--- config.mk ---
export PLATFORM = sky130hd
export DESIGN_NAME = power_switch_scheduler
export DESIGN_NICKNAME = d
export VERILOG_FILES = /design/src/sv/pss_pkg.sv /design/src/sv/pss_front.sv /design/src/sv/pss_back.sv /design/src/sv/pss_result_fifo.sv /design/src/sv/power_switch_scheduler.sv
export SDC_FILE = /design/constraint.sdc
export NUM_CORES = 1
export LEC_CHECK = 0
export ABC_AREA = 1
export BUFFER_PORTS_ARGS = -buffer_cell sky130_fd_sc_hd__buf_2
export CAP_MARGIN = 20
export CORE_ASPECT_RATIO = 0.9
export CORE_MARGIN = 2
export CORE_UTILIZATION = 45
export CTS_CLUSTER_SIZE = 14
export DETAILED_ROUTE_END_ITERATION = 12
export GPL_TIMING_DRIVEN = 0
export SLEW_MARGIN = 20
export SYNTH_ARGS = -nofsm -noshare
export SYNTH_HDL_FRONTEND = slang
export SYNTH_SLANG_ARGS = --single-unit
--- constraint.sdc ---
create_clock -name clk -period 4.55 [get_ports clk]
set_input_delay 0.455 -clock clk [delete_from_list [all_inputs] [get_ports clk]]
set_output_delay 0.455 -clock clk [all_outputs]
set_load 0.05 [all_outputs]
--- src/sv/pss_pkg.sv ---
// Shared types and constants for the power switch scheduler.
package pss_pkg;

  localparam int unsigned SwitchChannelsDefault = 16;
  localparam int unsigned DelayBitsDefault      = 32;
  localparam int unsigned ActionW               = 4;
  localparam int unsigned ChannelW              = 5;
  localparam int unsigned DelayInW              = 32;
  localparam int unsigned MaskW                 = 16;

  localparam logic [ActionW-1:0] ACT_OFF         = 4'd0;
  localparam logic [ActionW-1:0] ACT_ON          = 4'd1;
  localparam logic [ActionW-1:0] ACT_TOGGLE      = 4'd2;
  localparam logic [ActionW-1:0] ACT_SAVE        = 4'd3;
  localparam logic [ActionW-1:0] ACT_SCHED_ON    = 4'd4;
  localparam logic [ActionW-1:0] ACT_SCHED_OFF   = 4'd5;
  localparam logic [ActionW-1:0] ACT_SCHED_RESET = 4'd6;
  localparam logic [ActionW-1:0] ACT_HALT        = 4'd7;
  localparam logic [ActionW-1:0] ACT_TICK        = 4'd8;

  typedef enum logic [3:0] {
    OP_NONE,
    OP_OFF,
    OP_ON,
    OP_TOGGLE,
    OP_SAVE,
    OP_ARM_ON,
    OP_ARM_OFF,
    OP_DISARM,
    OP_BL_ON,
    OP_BL_OFF,
    OP_HALT,
    OP_TICK
  } op_kind_t;

  typedef struct packed {
    logic [MaskW-1:0] switch_mask;
    logic             backlight_on;
    logic             backlight_write;
    logic             save_request;
    logic             halt_request;
    logic             halted;
  } res_t;

endpackage

--- src/sv/pss_front.sv ---
// Front end: accepts commands, classifies them and queues them for the executor.
module pss_front #(
  parameter int unsigned SWITCH_CHANNELS = pss_pkg::SwitchChannelsDefault,
  parameter int unsigned DELAY_BITS      = pss_pkg::DelayBitsDefault,
  parameter int unsigned CH_W            = (SWITCH_CHANNELS > 1) ? $clog2(SWITCH_CHANNELS) : 1
) (
  input  logic                          clk,
  input  logic                          rst_n,
  input  logic                          push,
  output logic                          full,
  input  logic [pss_pkg::ActionW-1:0]   in_action,
  input  logic [pss_pkg::ChannelW-1:0]  in_channel,
  input  logic [pss_pkg::DelayInW-1:0]  in_delay,
  input  logic [SWITCH_CHANNELS:0]      present_mask,
  output logic                          q_valid,
  input  logic                          q_take,
  output pss_pkg::op_kind_t             q_kind,
  output logic [CH_W-1:0]               q_ch,
  output logic [DELAY_BITS-1:0]         q_delay
);
  import pss_pkg::*;

  op_kind_t                   kind_q_r  [2];
  logic [CH_W-1:0]            ch_q_r    [2];
  logic [DELAY_BITS-1:0]      delay_q_r [2];
  logic                       wr_ptr_r, wr_ptr_nxt;
  logic                       rd_ptr_r, rd_ptr_nxt;
  logic [1:0]                 count_r, count_nxt;

  op_kind_t                   kind;
  logic                       present;
  logic                       accept;
  logic [DELAY_BITS+DelayInW-1:0] delay_ext;

  assign delay_ext = (DELAY_BITS + DelayInW)'(in_delay);

  always_comb begin
    present = 1'b0;
    if (32'(in_channel) == SWITCH_CHANNELS) begin
      present = present_mask[SWITCH_CHANNELS];
    end else if (32'(in_channel) < SWITCH_CHANNELS) begin
      present = present_mask[{1'b0, in_channel[CH_W-1:0]}];
    end
  end

  always_comb begin
    kind = OP_NONE;
    if (in_action == ACT_TICK) begin
      kind = OP_TICK;
    end else if (in_action == ACT_HALT) begin
      kind = OP_HALT;
    end else if (in_action < ACT_HALT && present) begin
      if (32'(in_channel) == SWITCH_CHANNELS) begin
        kind = (in_action == ACT_ON) ? OP_BL_ON : OP_BL_OFF;
      end else begin
        case (in_action)
          ACT_OFF:         kind = OP_OFF;
          ACT_ON:          kind = OP_ON;
          ACT_TOGGLE:      kind = OP_TOGGLE;
          ACT_SAVE:        kind = OP_SAVE;
          ACT_SCHED_ON:    kind = OP_ARM_ON;
          ACT_SCHED_OFF:   kind = OP_ARM_OFF;
          ACT_SCHED_RESET: kind = OP_DISARM;
          default:         kind = OP_NONE;
        endcase
      end
    end
  end

  assign full    = (count_r == 2'd2);
  assign accept  = push && !full;
  assign q_valid = (count_r != 2'd0);
  assign q_kind  = kind_q_r[rd_ptr_r];
  assign q_ch    = ch_q_r[rd_ptr_r];
  assign q_delay = delay_q_r[rd_ptr_r];

  always_comb begin
    wr_ptr_nxt = wr_ptr_r ^ accept;
    rd_ptr_nxt = rd_ptr_r ^ (q_take && q_valid);
    count_nxt  = count_r + 2'(accept) - 2'(q_take && q_valid);
  end

  always_ff @(posedge clk) begin
    if (accept) begin
      kind_q_r[wr_ptr_r]  <= kind;
      ch_q_r[wr_ptr_r]    <= in_channel[CH_W-1:0];
      delay_q_r[wr_ptr_r] <= delay_ext[DELAY_BITS-1:0];
    end
  end

  always_ff @(posedge clk) begin
    if (!rst_n) begin
      wr_ptr_r <= 1'b0;
      rd_ptr_r <= 1'b0;
      count_r  <= 2'd0;
    end else begin
      wr_ptr_r <= wr_ptr_nxt;
      rd_ptr_r <= rd_ptr_nxt;
      count_r  <= count_nxt;
    end
  end

endmodule

--- src/sv/pss_back.sv ---
// Executor: applies commands and scans the countdown memories on each tick.
module pss_back #(
  parameter int unsigned SWITCH_CHANNELS = pss_pkg::SwitchChannelsDefault,
  parameter int unsigned DELAY_BITS      = pss_pkg::DelayBitsDefault,
  parameter int unsigned CH_W            = (SWITCH_CHANNELS > 1) ? $clog2(SWITCH_CHANNELS) : 1
) (
  input  logic                     clk,
  input  logic                     rst_n,
  input  logic [SWITCH_CHANNELS:0] present_mask,
  input  logic                     q_valid,
  output logic                     q_take,
  input  pss_pkg::op_kind_t        q_kind,
  input  logic [CH_W-1:0]          q_ch,
  input  logic [DELAY_BITS-1:0]    q_delay,
  input  logic                     res_full,
  output logic                     res_push,
  output pss_pkg::res_t            res_data
);
  import pss_pkg::*;

  typedef enum logic {
    S_IDLE,
    S_SCAN
  } state_t;

  state_t                     state_r, state_nxt;
  logic [CH_W:0]              idx_r, idx_nxt;
  logic                       stg_vld_r, stg_vld_nxt;
  logic [CH_W-1:0]            stg_idx_r, stg_idx_nxt;
  logic [SWITCH_CHANNELS-1:0] sw_r, sw_nxt;
  logic                       bl_r, bl_nxt;
  logic                       halt_r, halt_nxt;
  logic [SWITCH_CHANNELS-1:0] on_armed_r, on_armed_nxt;
  logic [SWITCH_CHANNELS-1:0] off_armed_r, off_armed_nxt;

  logic [DELAY_BITS-1:0]      on_mem  [SWITCH_CHANNELS];
  logic [DELAY_BITS-1:0]      off_mem [SWITCH_CHANNELS];
  logic [DELAY_BITS-1:0]      on_rd_r, off_rd_r;
  logic [CH_W-1:0]            rd_addr;
  logic                       on_we, off_we;
  logic [CH_W-1:0]            wr_addr;
  logic [DELAY_BITS-1:0]      on_wd, off_wd;

  logic                       blw, save, hreq;
  logic [SWITCH_CHANNELS+MaskW-1:0] sw_ext;

  assign rd_addr = idx_r[CH_W-1:0];

  always_comb begin
    state_nxt     = state_r;
    idx_nxt       = idx_r;
    stg_vld_nxt   = stg_vld_r;
    stg_idx_nxt   = stg_idx_r;
    sw_nxt        = sw_r;
    bl_nxt        = bl_r;
    halt_nxt      = halt_r;
    on_armed_nxt  = on_armed_r;
    off_armed_nxt = off_armed_r;
    q_take        = 1'b0;
    res_push      = 1'b0;
    blw           = 1'b0;
    save          = 1'b0;
    hreq          = 1'b0;
    on_we         = 1'b0;
    off_we        = 1'b0;
    wr_addr       = q_ch;
    on_wd         = q_delay;
    off_wd        = q_delay;
    case (state_r)
      S_IDLE: begin
        if (q_valid && !res_full) begin
          q_take = 1'b1;
          if (q_kind == OP_TICK) begin
            state_nxt   = S_SCAN;
            idx_nxt     = '0;
            stg_vld_nxt = 1'b0;
          end else begin
            res_push = 1'b1;
            if (!halt_r) begin
              case (q_kind)
                OP_OFF:     sw_nxt[q_ch] = 1'b0;
                OP_ON:      sw_nxt[q_ch] = 1'b1;
                OP_TOGGLE:  sw_nxt[q_ch] = !sw_r[q_ch];
                OP_SAVE:    save = 1'b1;
                OP_ARM_ON: begin
                  on_armed_nxt[q_ch] = 1'b1;
                  on_we              = 1'b1;
                end
                OP_ARM_OFF: begin
                  off_armed_nxt[q_ch] = 1'b1;
                  off_we              = 1'b1;
                end
                OP_DISARM: begin
                  on_armed_nxt[q_ch]  = 1'b0;
                  off_armed_nxt[q_ch] = 1'b0;
                end
                OP_BL_ON: begin
                  bl_nxt = 1'b1;
                  blw    = 1'b1;
                end
                OP_BL_OFF: begin
                  bl_nxt = 1'b0;
                  blw    = 1'b1;
                end
                OP_HALT: begin
                  halt_nxt = 1'b1;
                  hreq     = 1'b1;
                end
                default: ;
              endcase
            end
          end
        end
      end
      S_SCAN: begin
        if (idx_r < (CH_W + 1)'(SWITCH_CHANNELS)) begin
          stg_vld_nxt = 1'b1;
          stg_idx_nxt = idx_r[CH_W-1:0];
          idx_nxt     = idx_r + 1'b1;
        end else begin
          stg_vld_nxt = 1'b0;
        end
        if (stg_vld_r) begin
          wr_addr = stg_idx_r;
          on_wd   = on_rd_r - DELAY_BITS'(1);
          off_wd  = off_rd_r - DELAY_BITS'(1);
          if (on_armed_r[stg_idx_r]) begin
            if (on_rd_r <= DELAY_BITS'(1)) begin
              on_armed_nxt[stg_idx_r] = 1'b0;
              if (!halt_r && present_mask[{1'b0, stg_idx_r}]) begin
                sw_nxt[stg_idx_r] = 1'b1;
              end
            end else begin
              on_we = 1'b1;
            end
          end
          if (off_armed_r[stg_idx_r]) begin
            if (off_rd_r <= DELAY_BITS'(1)) begin
              off_armed_nxt[stg_idx_r] = 1'b0;
              if (!halt_r && present_mask[{1'b0, stg_idx_r}]) begin
                sw_nxt[stg_idx_r] = 1'b0;
              end
            end else begin
              off_we = 1'b1;
            end
          end
          if (stg_idx_r == CH_W'(SWITCH_CHANNELS - 1)) begin
            res_push    = 1'b1;
            state_nxt   = S_IDLE;
            stg_vld_nxt = 1'b0;
          end
        end
      end
      default: state_nxt = S_IDLE;
    endcase
  end

  assign sw_ext = (SWITCH_CHANNELS + MaskW)'(sw_nxt);

  always_comb begin
    res_data.switch_mask     = sw_ext[MaskW-1:0];
    res_data.backlight_on    = bl_nxt;
    res_data.backlight_write = blw;
    res_data.save_request    = save;
    res_data.halt_request    = hreq;
    res_data.halted          = halt_nxt;
  end

  always_ff @(posedge clk) begin
    if (on_we) begin
      on_mem[wr_addr] <= on_wd;
    end
    if (off_we) begin
      off_mem[wr_addr] <= off_wd;
    end
    on_rd_r  <= on_mem[rd_addr];
    off_rd_r <= off_mem[rd_addr];
  end

  always_ff @(posedge clk) begin
    if (!rst_n) begin
      state_r     <= S_IDLE;
      idx_r       <= '0;
      stg_vld_r   <= 1'b0;
      stg_idx_r   <= '0;
      sw_r        <= '0;
      bl_r        <= 1'b0;
      halt_r      <= 1'b0;
      on_armed_r  <= '0;
      off_armed_r <= '0;
    end else begin
      state_r     <= state_nxt;
      idx_r       <= idx_nxt;
      stg_vld_r   <= stg_vld_nxt;
      stg_idx_r   <= stg_idx_nxt;
      sw_r        <= sw_nxt;
      bl_r        <= bl_nxt;
      halt_r      <= halt_nxt;
      on_armed_r  <= on_armed_nxt;
      off_armed_r <= off_armed_nxt;
    end
  end

endmodule

--- src/sv/pss_result_fifo.sv ---
// Two-entry result queue between the executor and the result port.
module pss_result_fifo (
  input  logic           clk,
  input  logic           rst_n,
  input  logic           res_push,
  input  pss_pkg::res_t  res_data,
  output logic           res_full,
  output logic           empty,
  input  logic           pop,
  output pss_pkg::res_t  out_data
);
  import pss_pkg::*;

  res_t       mem_r [2];
  logic       wr_ptr_r, wr_ptr_nxt;
  logic       rd_ptr_r, rd_ptr_nxt;
  logic [1:0] count_r, count_nxt;
  logic       do_push, do_pop;

  assign res_full = (count_r == 2'd2);
  assign empty    = (count_r == 2'd0);
  assign do_push  = res_push && !res_full;
  assign do_pop   = pop && !empty;
  assign out_data = mem_r[rd_ptr_r];

  always_comb begin
    wr_ptr_nxt = wr_ptr_r ^ do_push;
    rd_ptr_nxt = rd_ptr_r ^ do_pop;
    count_nxt  = count_r + 2'(do_push) - 2'(do_pop);
  end

  always_ff @(posedge clk) begin
    if (do_push) begin
      mem_r[wr_ptr_r] <= res_data;
    end
  end

  always_ff @(posedge clk) begin
    if (!rst_n) begin
      wr_ptr_r <= 1'b0;
      rd_ptr_r <= 1'b0;
      count_r  <= 2'd0;
    end else begin
      wr_ptr_r <= wr_ptr_nxt;
      rd_ptr_r <= rd_ptr_nxt;
      count_r  <= count_nxt;
    end
  end

endmodule

--- src/sv/power_switch_scheduler.sv ---
// Power switch scheduler top level: 16 switch outputs, backlight and countdowns.
// Usage:
//   Commands enter through a queue port: drive in_action, in_channel, in_delay
//   and raise push; a transaction completes on a clock edge with push high and
//   full low. Two commands can wait ahead of the executor.
//   Every command yields exactly one result transaction: while empty is low the
//   oldest result is on the out_ ports, and pop high takes it. Results show the
//   switch and backlight state after the command plus its one-shot strobes.
//   With the executor idle, a result passes from its input transaction through
//   the command queue, the executor and the result queue. A switch, save,
//   schedule, halt or backlight command is applied as soon as the executor
//   takes it; a tick is taken, then the executor scans the countdown memories,
//   one channel per cycle through a single read port, each read registered.
//   Write the present mask via cfg_valid/cfg_ready/cfg_data only while no
//   command is outstanding (cfg_ready is always high); the block does not check.
//   If the receiver stalls, the two-entry result queue fills, the executor
//   waits, then the command queue fills and full rises; nothing is lost.
//   Synchronous reset clears the switch and backlight state and both queues,
//   disarms all countdowns, unlatches halt and sets every channel present.
module power_switch_scheduler #(
  parameter int unsigned SWITCH_CHANNELS = pss_pkg::SwitchChannelsDefault,
  parameter int unsigned DELAY_BITS      = pss_pkg::DelayBitsDefault
) (
  input  logic                          clk,
  input  logic                          rst_n,
  input  logic                          push,
  output logic                          full,
  input  logic [pss_pkg::ActionW-1:0]   in_action,
  input  logic [pss_pkg::ChannelW-1:0]  in_channel,
  input  logic [pss_pkg::DelayInW-1:0]  in_delay,
  output logic                          empty,
  input  logic                          pop,
  output logic [pss_pkg::MaskW-1:0]     out_switch_mask,
  output logic                          out_backlight_on,
  output logic                          out_backlight_write,
  output logic                          out_save_request,
  output logic                          out_halt_request,
  output logic                          out_halted,
  input  logic                          cfg_valid,
  output logic                          cfg_ready,
  input  logic [SWITCH_CHANNELS:0]      cfg_data
);
  import pss_pkg::*;

  localparam int unsigned CH_W = (SWITCH_CHANNELS > 1) ? $clog2(SWITCH_CHANNELS) : 1;

  logic [SWITCH_CHANNELS:0] present_r;
  logic                     q_valid, q_take;
  op_kind_t                 q_kind;
  logic [CH_W-1:0]          q_ch;
  logic [DELAY_BITS-1:0]    q_delay;
  logic                     res_full, res_push;
  res_t                     res_data, out_data;

  assign cfg_ready = 1'b1;

  always_ff @(posedge clk) begin
    if (!rst_n) begin
      present_r <= '1;
    end else if (cfg_valid && cfg_ready) begin
      present_r <= cfg_data;
    end
  end

  pss_front #(
    .SWITCH_CHANNELS (SWITCH_CHANNELS),
    .DELAY_BITS      (DELAY_BITS),
    .CH_W            (CH_W)
  ) u_front (
    .clk          (clk),
    .rst_n        (rst_n),
    .push         (push),
    .full         (full),
    .in_action    (in_action),
    .in_channel   (in_channel),
    .in_delay     (in_delay),
    .present_mask (present_r),
    .q_valid      (q_valid),
    .q_take       (q_take),
    .q_kind       (q_kind),
    .q_ch         (q_ch),
    .q_delay      (q_delay)
  );

  pss_back #(
    .SWITCH_CHANNELS (SWITCH_CHANNELS),
    .DELAY_BITS      (DELAY_BITS),
    .CH_W            (CH_W)
  ) u_back (
    .clk          (clk),
    .rst_n        (rst_n),
    .present_mask (present_r),
    .q_valid      (q_valid),
    .q_take       (q_take),
    .q_kind       (q_kind),
    .q_ch         (q_ch),
    .q_delay      (q_delay),
    .res_full     (res_full),
    .res_push     (res_push),
    .res_data     (res_data)
  );

  pss_result_fifo u_res (
    .clk      (clk),
    .rst_n    (rst_n),
    .res_push (res_push),
    .res_data (res_data),
    .res_full (res_full),
    .empty    (empty),
    .pop      (pop),
    .out_data (out_data)
  );

  assign out_switch_mask     = out_data.switch_mask;
  assign out_backlight_on    = out_data.backlight_on;
  assign out_backlight_write = out_data.backlight_write;
  assign out_save_request    = out_data.save_request;
  assign out_halt_request    = out_data.halt_request;
  assign out_halted          = out_data.halted;

endmodule

==> impl_metrics.toml <==
[timing]
min_period_ns = 4.063
finalCritPeriodShare_pct = 89.29
whs_ns = 0.04656
fmax_mhz = 246.1
setup_violations = 0
finClkSkew_ns = 0.03427
rsz0062_at_grt = "false"
setup_tns_ns = 0
hold_violations = 0
tightest_slew_ns = 1.203
maxSlewViolCount = 0
slew_headroom_pct = 19.80

[global_routing]
grt_overflow = 0
met3_usage_pct = 4.911
grt_first_pass_wirelength_um = 243500
grt_use_met1_pct = 38.51
track_usage_pct = 27.41
grt_max_degree = 41
grt_pass1_vias = 36007
antenna_found_initial = 7
top_usage_layer = "met2"
met2_usage_pct = 42.33

[critical_path]
critPathLaunchType = "register"
critical_path.max_fanout = 20
endpoint_kind = "register"
crit_type = "register to register"
slowest_stage = "nor2_4"
cp_cell_sequence = "buf_2 > nand2_1 > clkbuf_1 > nor2_1 > nand2_1 > o31ai_1 > inv_1 > buf_2 > nor2_4 > buf_12"
slowest_delay_ns = 0.62
crit_required_ns = 5.03
arrival_ns = 4.54

[synth]
syn-num-nets = 4763
syn_area_per_cell_um2 = 11.40
synth_top_area_share_pct = 64.43
synthDistinctLibCells = 51
yosysSeqAreaShare_pct = 70.12
syn_inst = 4687
synth_edf_count = 1146
netlist_top_cells_area = "edfxtp_1 (64%), o21ai_0 (5.8%), dfxtp_1 (5.7%), nor2_1 (5.5%), nand2_1 (4.7%)"
yosys_warnings = 0
synthArstFlopShare_pct = 0
ys_seq_elements = 1298
synth_area_leader_cell = "edfxtp_1"
synth_ff_type = "edfxtp_1"
syn-cell-area_um2 = 53410

[placement]
hpwl_um = 118700
io_buffers = 84
place_area_um2 = 57160
gp_congestion = 0.9391

[clock_tree]
cts_tree = "built"
clkLatencyLatePin_ns = 0.78
hold_buffers = 53
cts_max_path_buffers = 3
post_cts_buffers = 0
h-tree-depth = 4
clock-sinks = 1298
root_buffer = "clkbuf_16"
cts.reportedPaths.clkPinSlew_ns = 0.06
cts_buffers = 134
cts_resized = 0

[floorplanning]
chipWidth_um = 367.2
start_util_pct = 45.53
die_h_um = 330.9
dieArea_um2 = 121500
io_pins = 87
core.rowCount = 119
coreArea_um2 = 117300

[route]
detail-route-antenna-nets = 0
drc = 0
vias = 38902
wl_per_cell_um = 25.22
routed_wirelength_um = 169200
drt_iter0_markers = 5545
first_pass_iters = 6
avgViaCountPerCell = 5.800

[power_and_ir_drop]
p_per_area_nw_per_um2 = 508.3
power.leakage_uw = 0.02130
power_uw = 31460
peakVddDrop_mv = 0.3625

[final_layout]
syn2layout_area_growth_pct = 15.89
drive_gt1_share_pct = 9.750
finalNetCount = 5095
fin_area_um2 = 61900

[job]
cap_violations = 0

[outcome]
status = "completed"

[worst_hold_path]
holdCritPathClass = "input pin to register"
-- power breakdown --
| part | internal [µW] | switching (µW) |
|---|---|---|
| registers | 14800 | 177 |
| clock network | 5860 | 4690 |
| logic | 1170 | 4810 |
-- kinds of logic (layout without fill, tap and decap cells) --
group	Yosys count	in the layout	synth area share, %
compound gates	1023	1023	11.11
xor+xnor	39	39	0.6395
flops	1298	1298	70.12
simple gates	1820	1820	13.87
mux	21	21	0.4427
fa+ha+maj	13	13	0.3045
other cells	1	7	0.007021
buf+inv	472	913	3.504
-- routing by layer --
metal / part of all wire, % / vias to the layer above
li1: - / 17497
met1: 42 / 19095
met2: 45 / 1971
met4: 4.0 / 0
met5: 0 / -
met3: 9.2 / 339
-- critical path: cells and delay by family (launching register included) --
family | cells | cell delay (ns)
AO/OA/AOI/OAI | 1 | 0.17
buffers and inverters | 5 | 1.90
flip-flops | 1 | 0.32
AND/OR/NAND/NOR | 4 | 1.32
-- stage by stage --
step                util [%]  cells  setup WS, ns
floorplan                  -   4687         1.211
global placement       47.56   6344        -1.354
detailed placement     48.72   6403        0.5400
CTS                    52.74   6701        0.5271
global route           52.75   6702        0.4427
finish                 52.76   6707        0.4872
-- flip-flops by register name (all words and copies together) (netlist names), 2 cells and up, named ones only --
| signal | cells |
|---|---|
| present_r | 17 |
| u_back.idx_r | 5 |
| u_back.off_mem | 512 |
| u_back.off_rd_r | 32 |
| u_back.on_mem | 512 |
| u_back.on_rd_r | 32 |
| u_back.stg_idx_r | 4 |
| u_back.sw_r | 16 |
| u_front.ch_q_r | 8 |
| u_front.count_r | 2 |
| u_front.delay_q_r | 64 |
| u_front.kind_q_r | 8 |
| u_res.count_r | 2 |
| u_res.mem_r | 42 |
-- synthesized netlist by cell type (10+ instances only) --
cell type     n
ha_1         13
mux2_2       21
o21ai_0     619
nand2_1     670
buf_1        20
xnor2_1      10
o22ai_1     151
nor2_2       12
clkbuf_1    207
inv_1       185
nand4_1      33
buf_2        36
a21oi_1      63
o21bai_1     31
o221ai_1    105
edfxtp_1   1146
buf_4        10
xor2_1       29
nor2_1      785
o211ai_1     28
nand3_1     208
dfxtp_1     152
nor3_1       87
-- final timing paths --
kind                   from              endpoint  slack [ns]  depth (start not counted)
max reg2reg  u_back.state_r  u_back.on_mem[11][6]        0.49                         10
min reg2reg  u_res.rd_ptr_r        u_res.rd_ptr_r        0.46                          1
min               cfg_valid         present_r[16]        0.05                          4
max          u_back.state_r  u_back.on_mem[11][6]        0.49                         10
-- cells in the final DEF (no fill, tap or decap), types with 5 or more instances in the layout --
master	instances
edfxtp_1	1146
nor2_1	752
nand2_1	670
o21ai_0	570
clkbuf_1	242
nand3_1	208
inv_1	185
dfxtp_1	152
o22ai_1	151
clkbuf_16	136
buf_2	120
o221ai_1	105
nor3_1	86
a21oi_1	62
dlygate4sd3_1	53
o21ai_1	43
nor2_4	35
nand4_1	33
buf_4	32
o21bai_1	31
xor2_1	29
o211ai_1	28
clkinv_1	23
buf_12	22
mux2_2	21
buf_1	20
clkinv_2	19
o21ai_2	15
buf_16	14
nor2_2	12
xnor2_1	10
clkbuf_8	10
clkbuf_2	9
ha_1	9
inv_2	7
nand2_2	7
diode_2	6
nor4_1	5
-- cell type report --
class,count,area (µm²)
Fill cell,10208,55420
Sequential cell,1298,37460
Multi-Input combinational cell,2917,14440
Clock buffer,190,3706
Tap cell,1573,1968
Timing Repair Buffer,196,1953
Buffer,275,1141
Inverter,197,742.0
Clock inverter,55,481.7
Antenna cell,6,15.01
No activity file was read; power rests on OpenSTA's default activity.
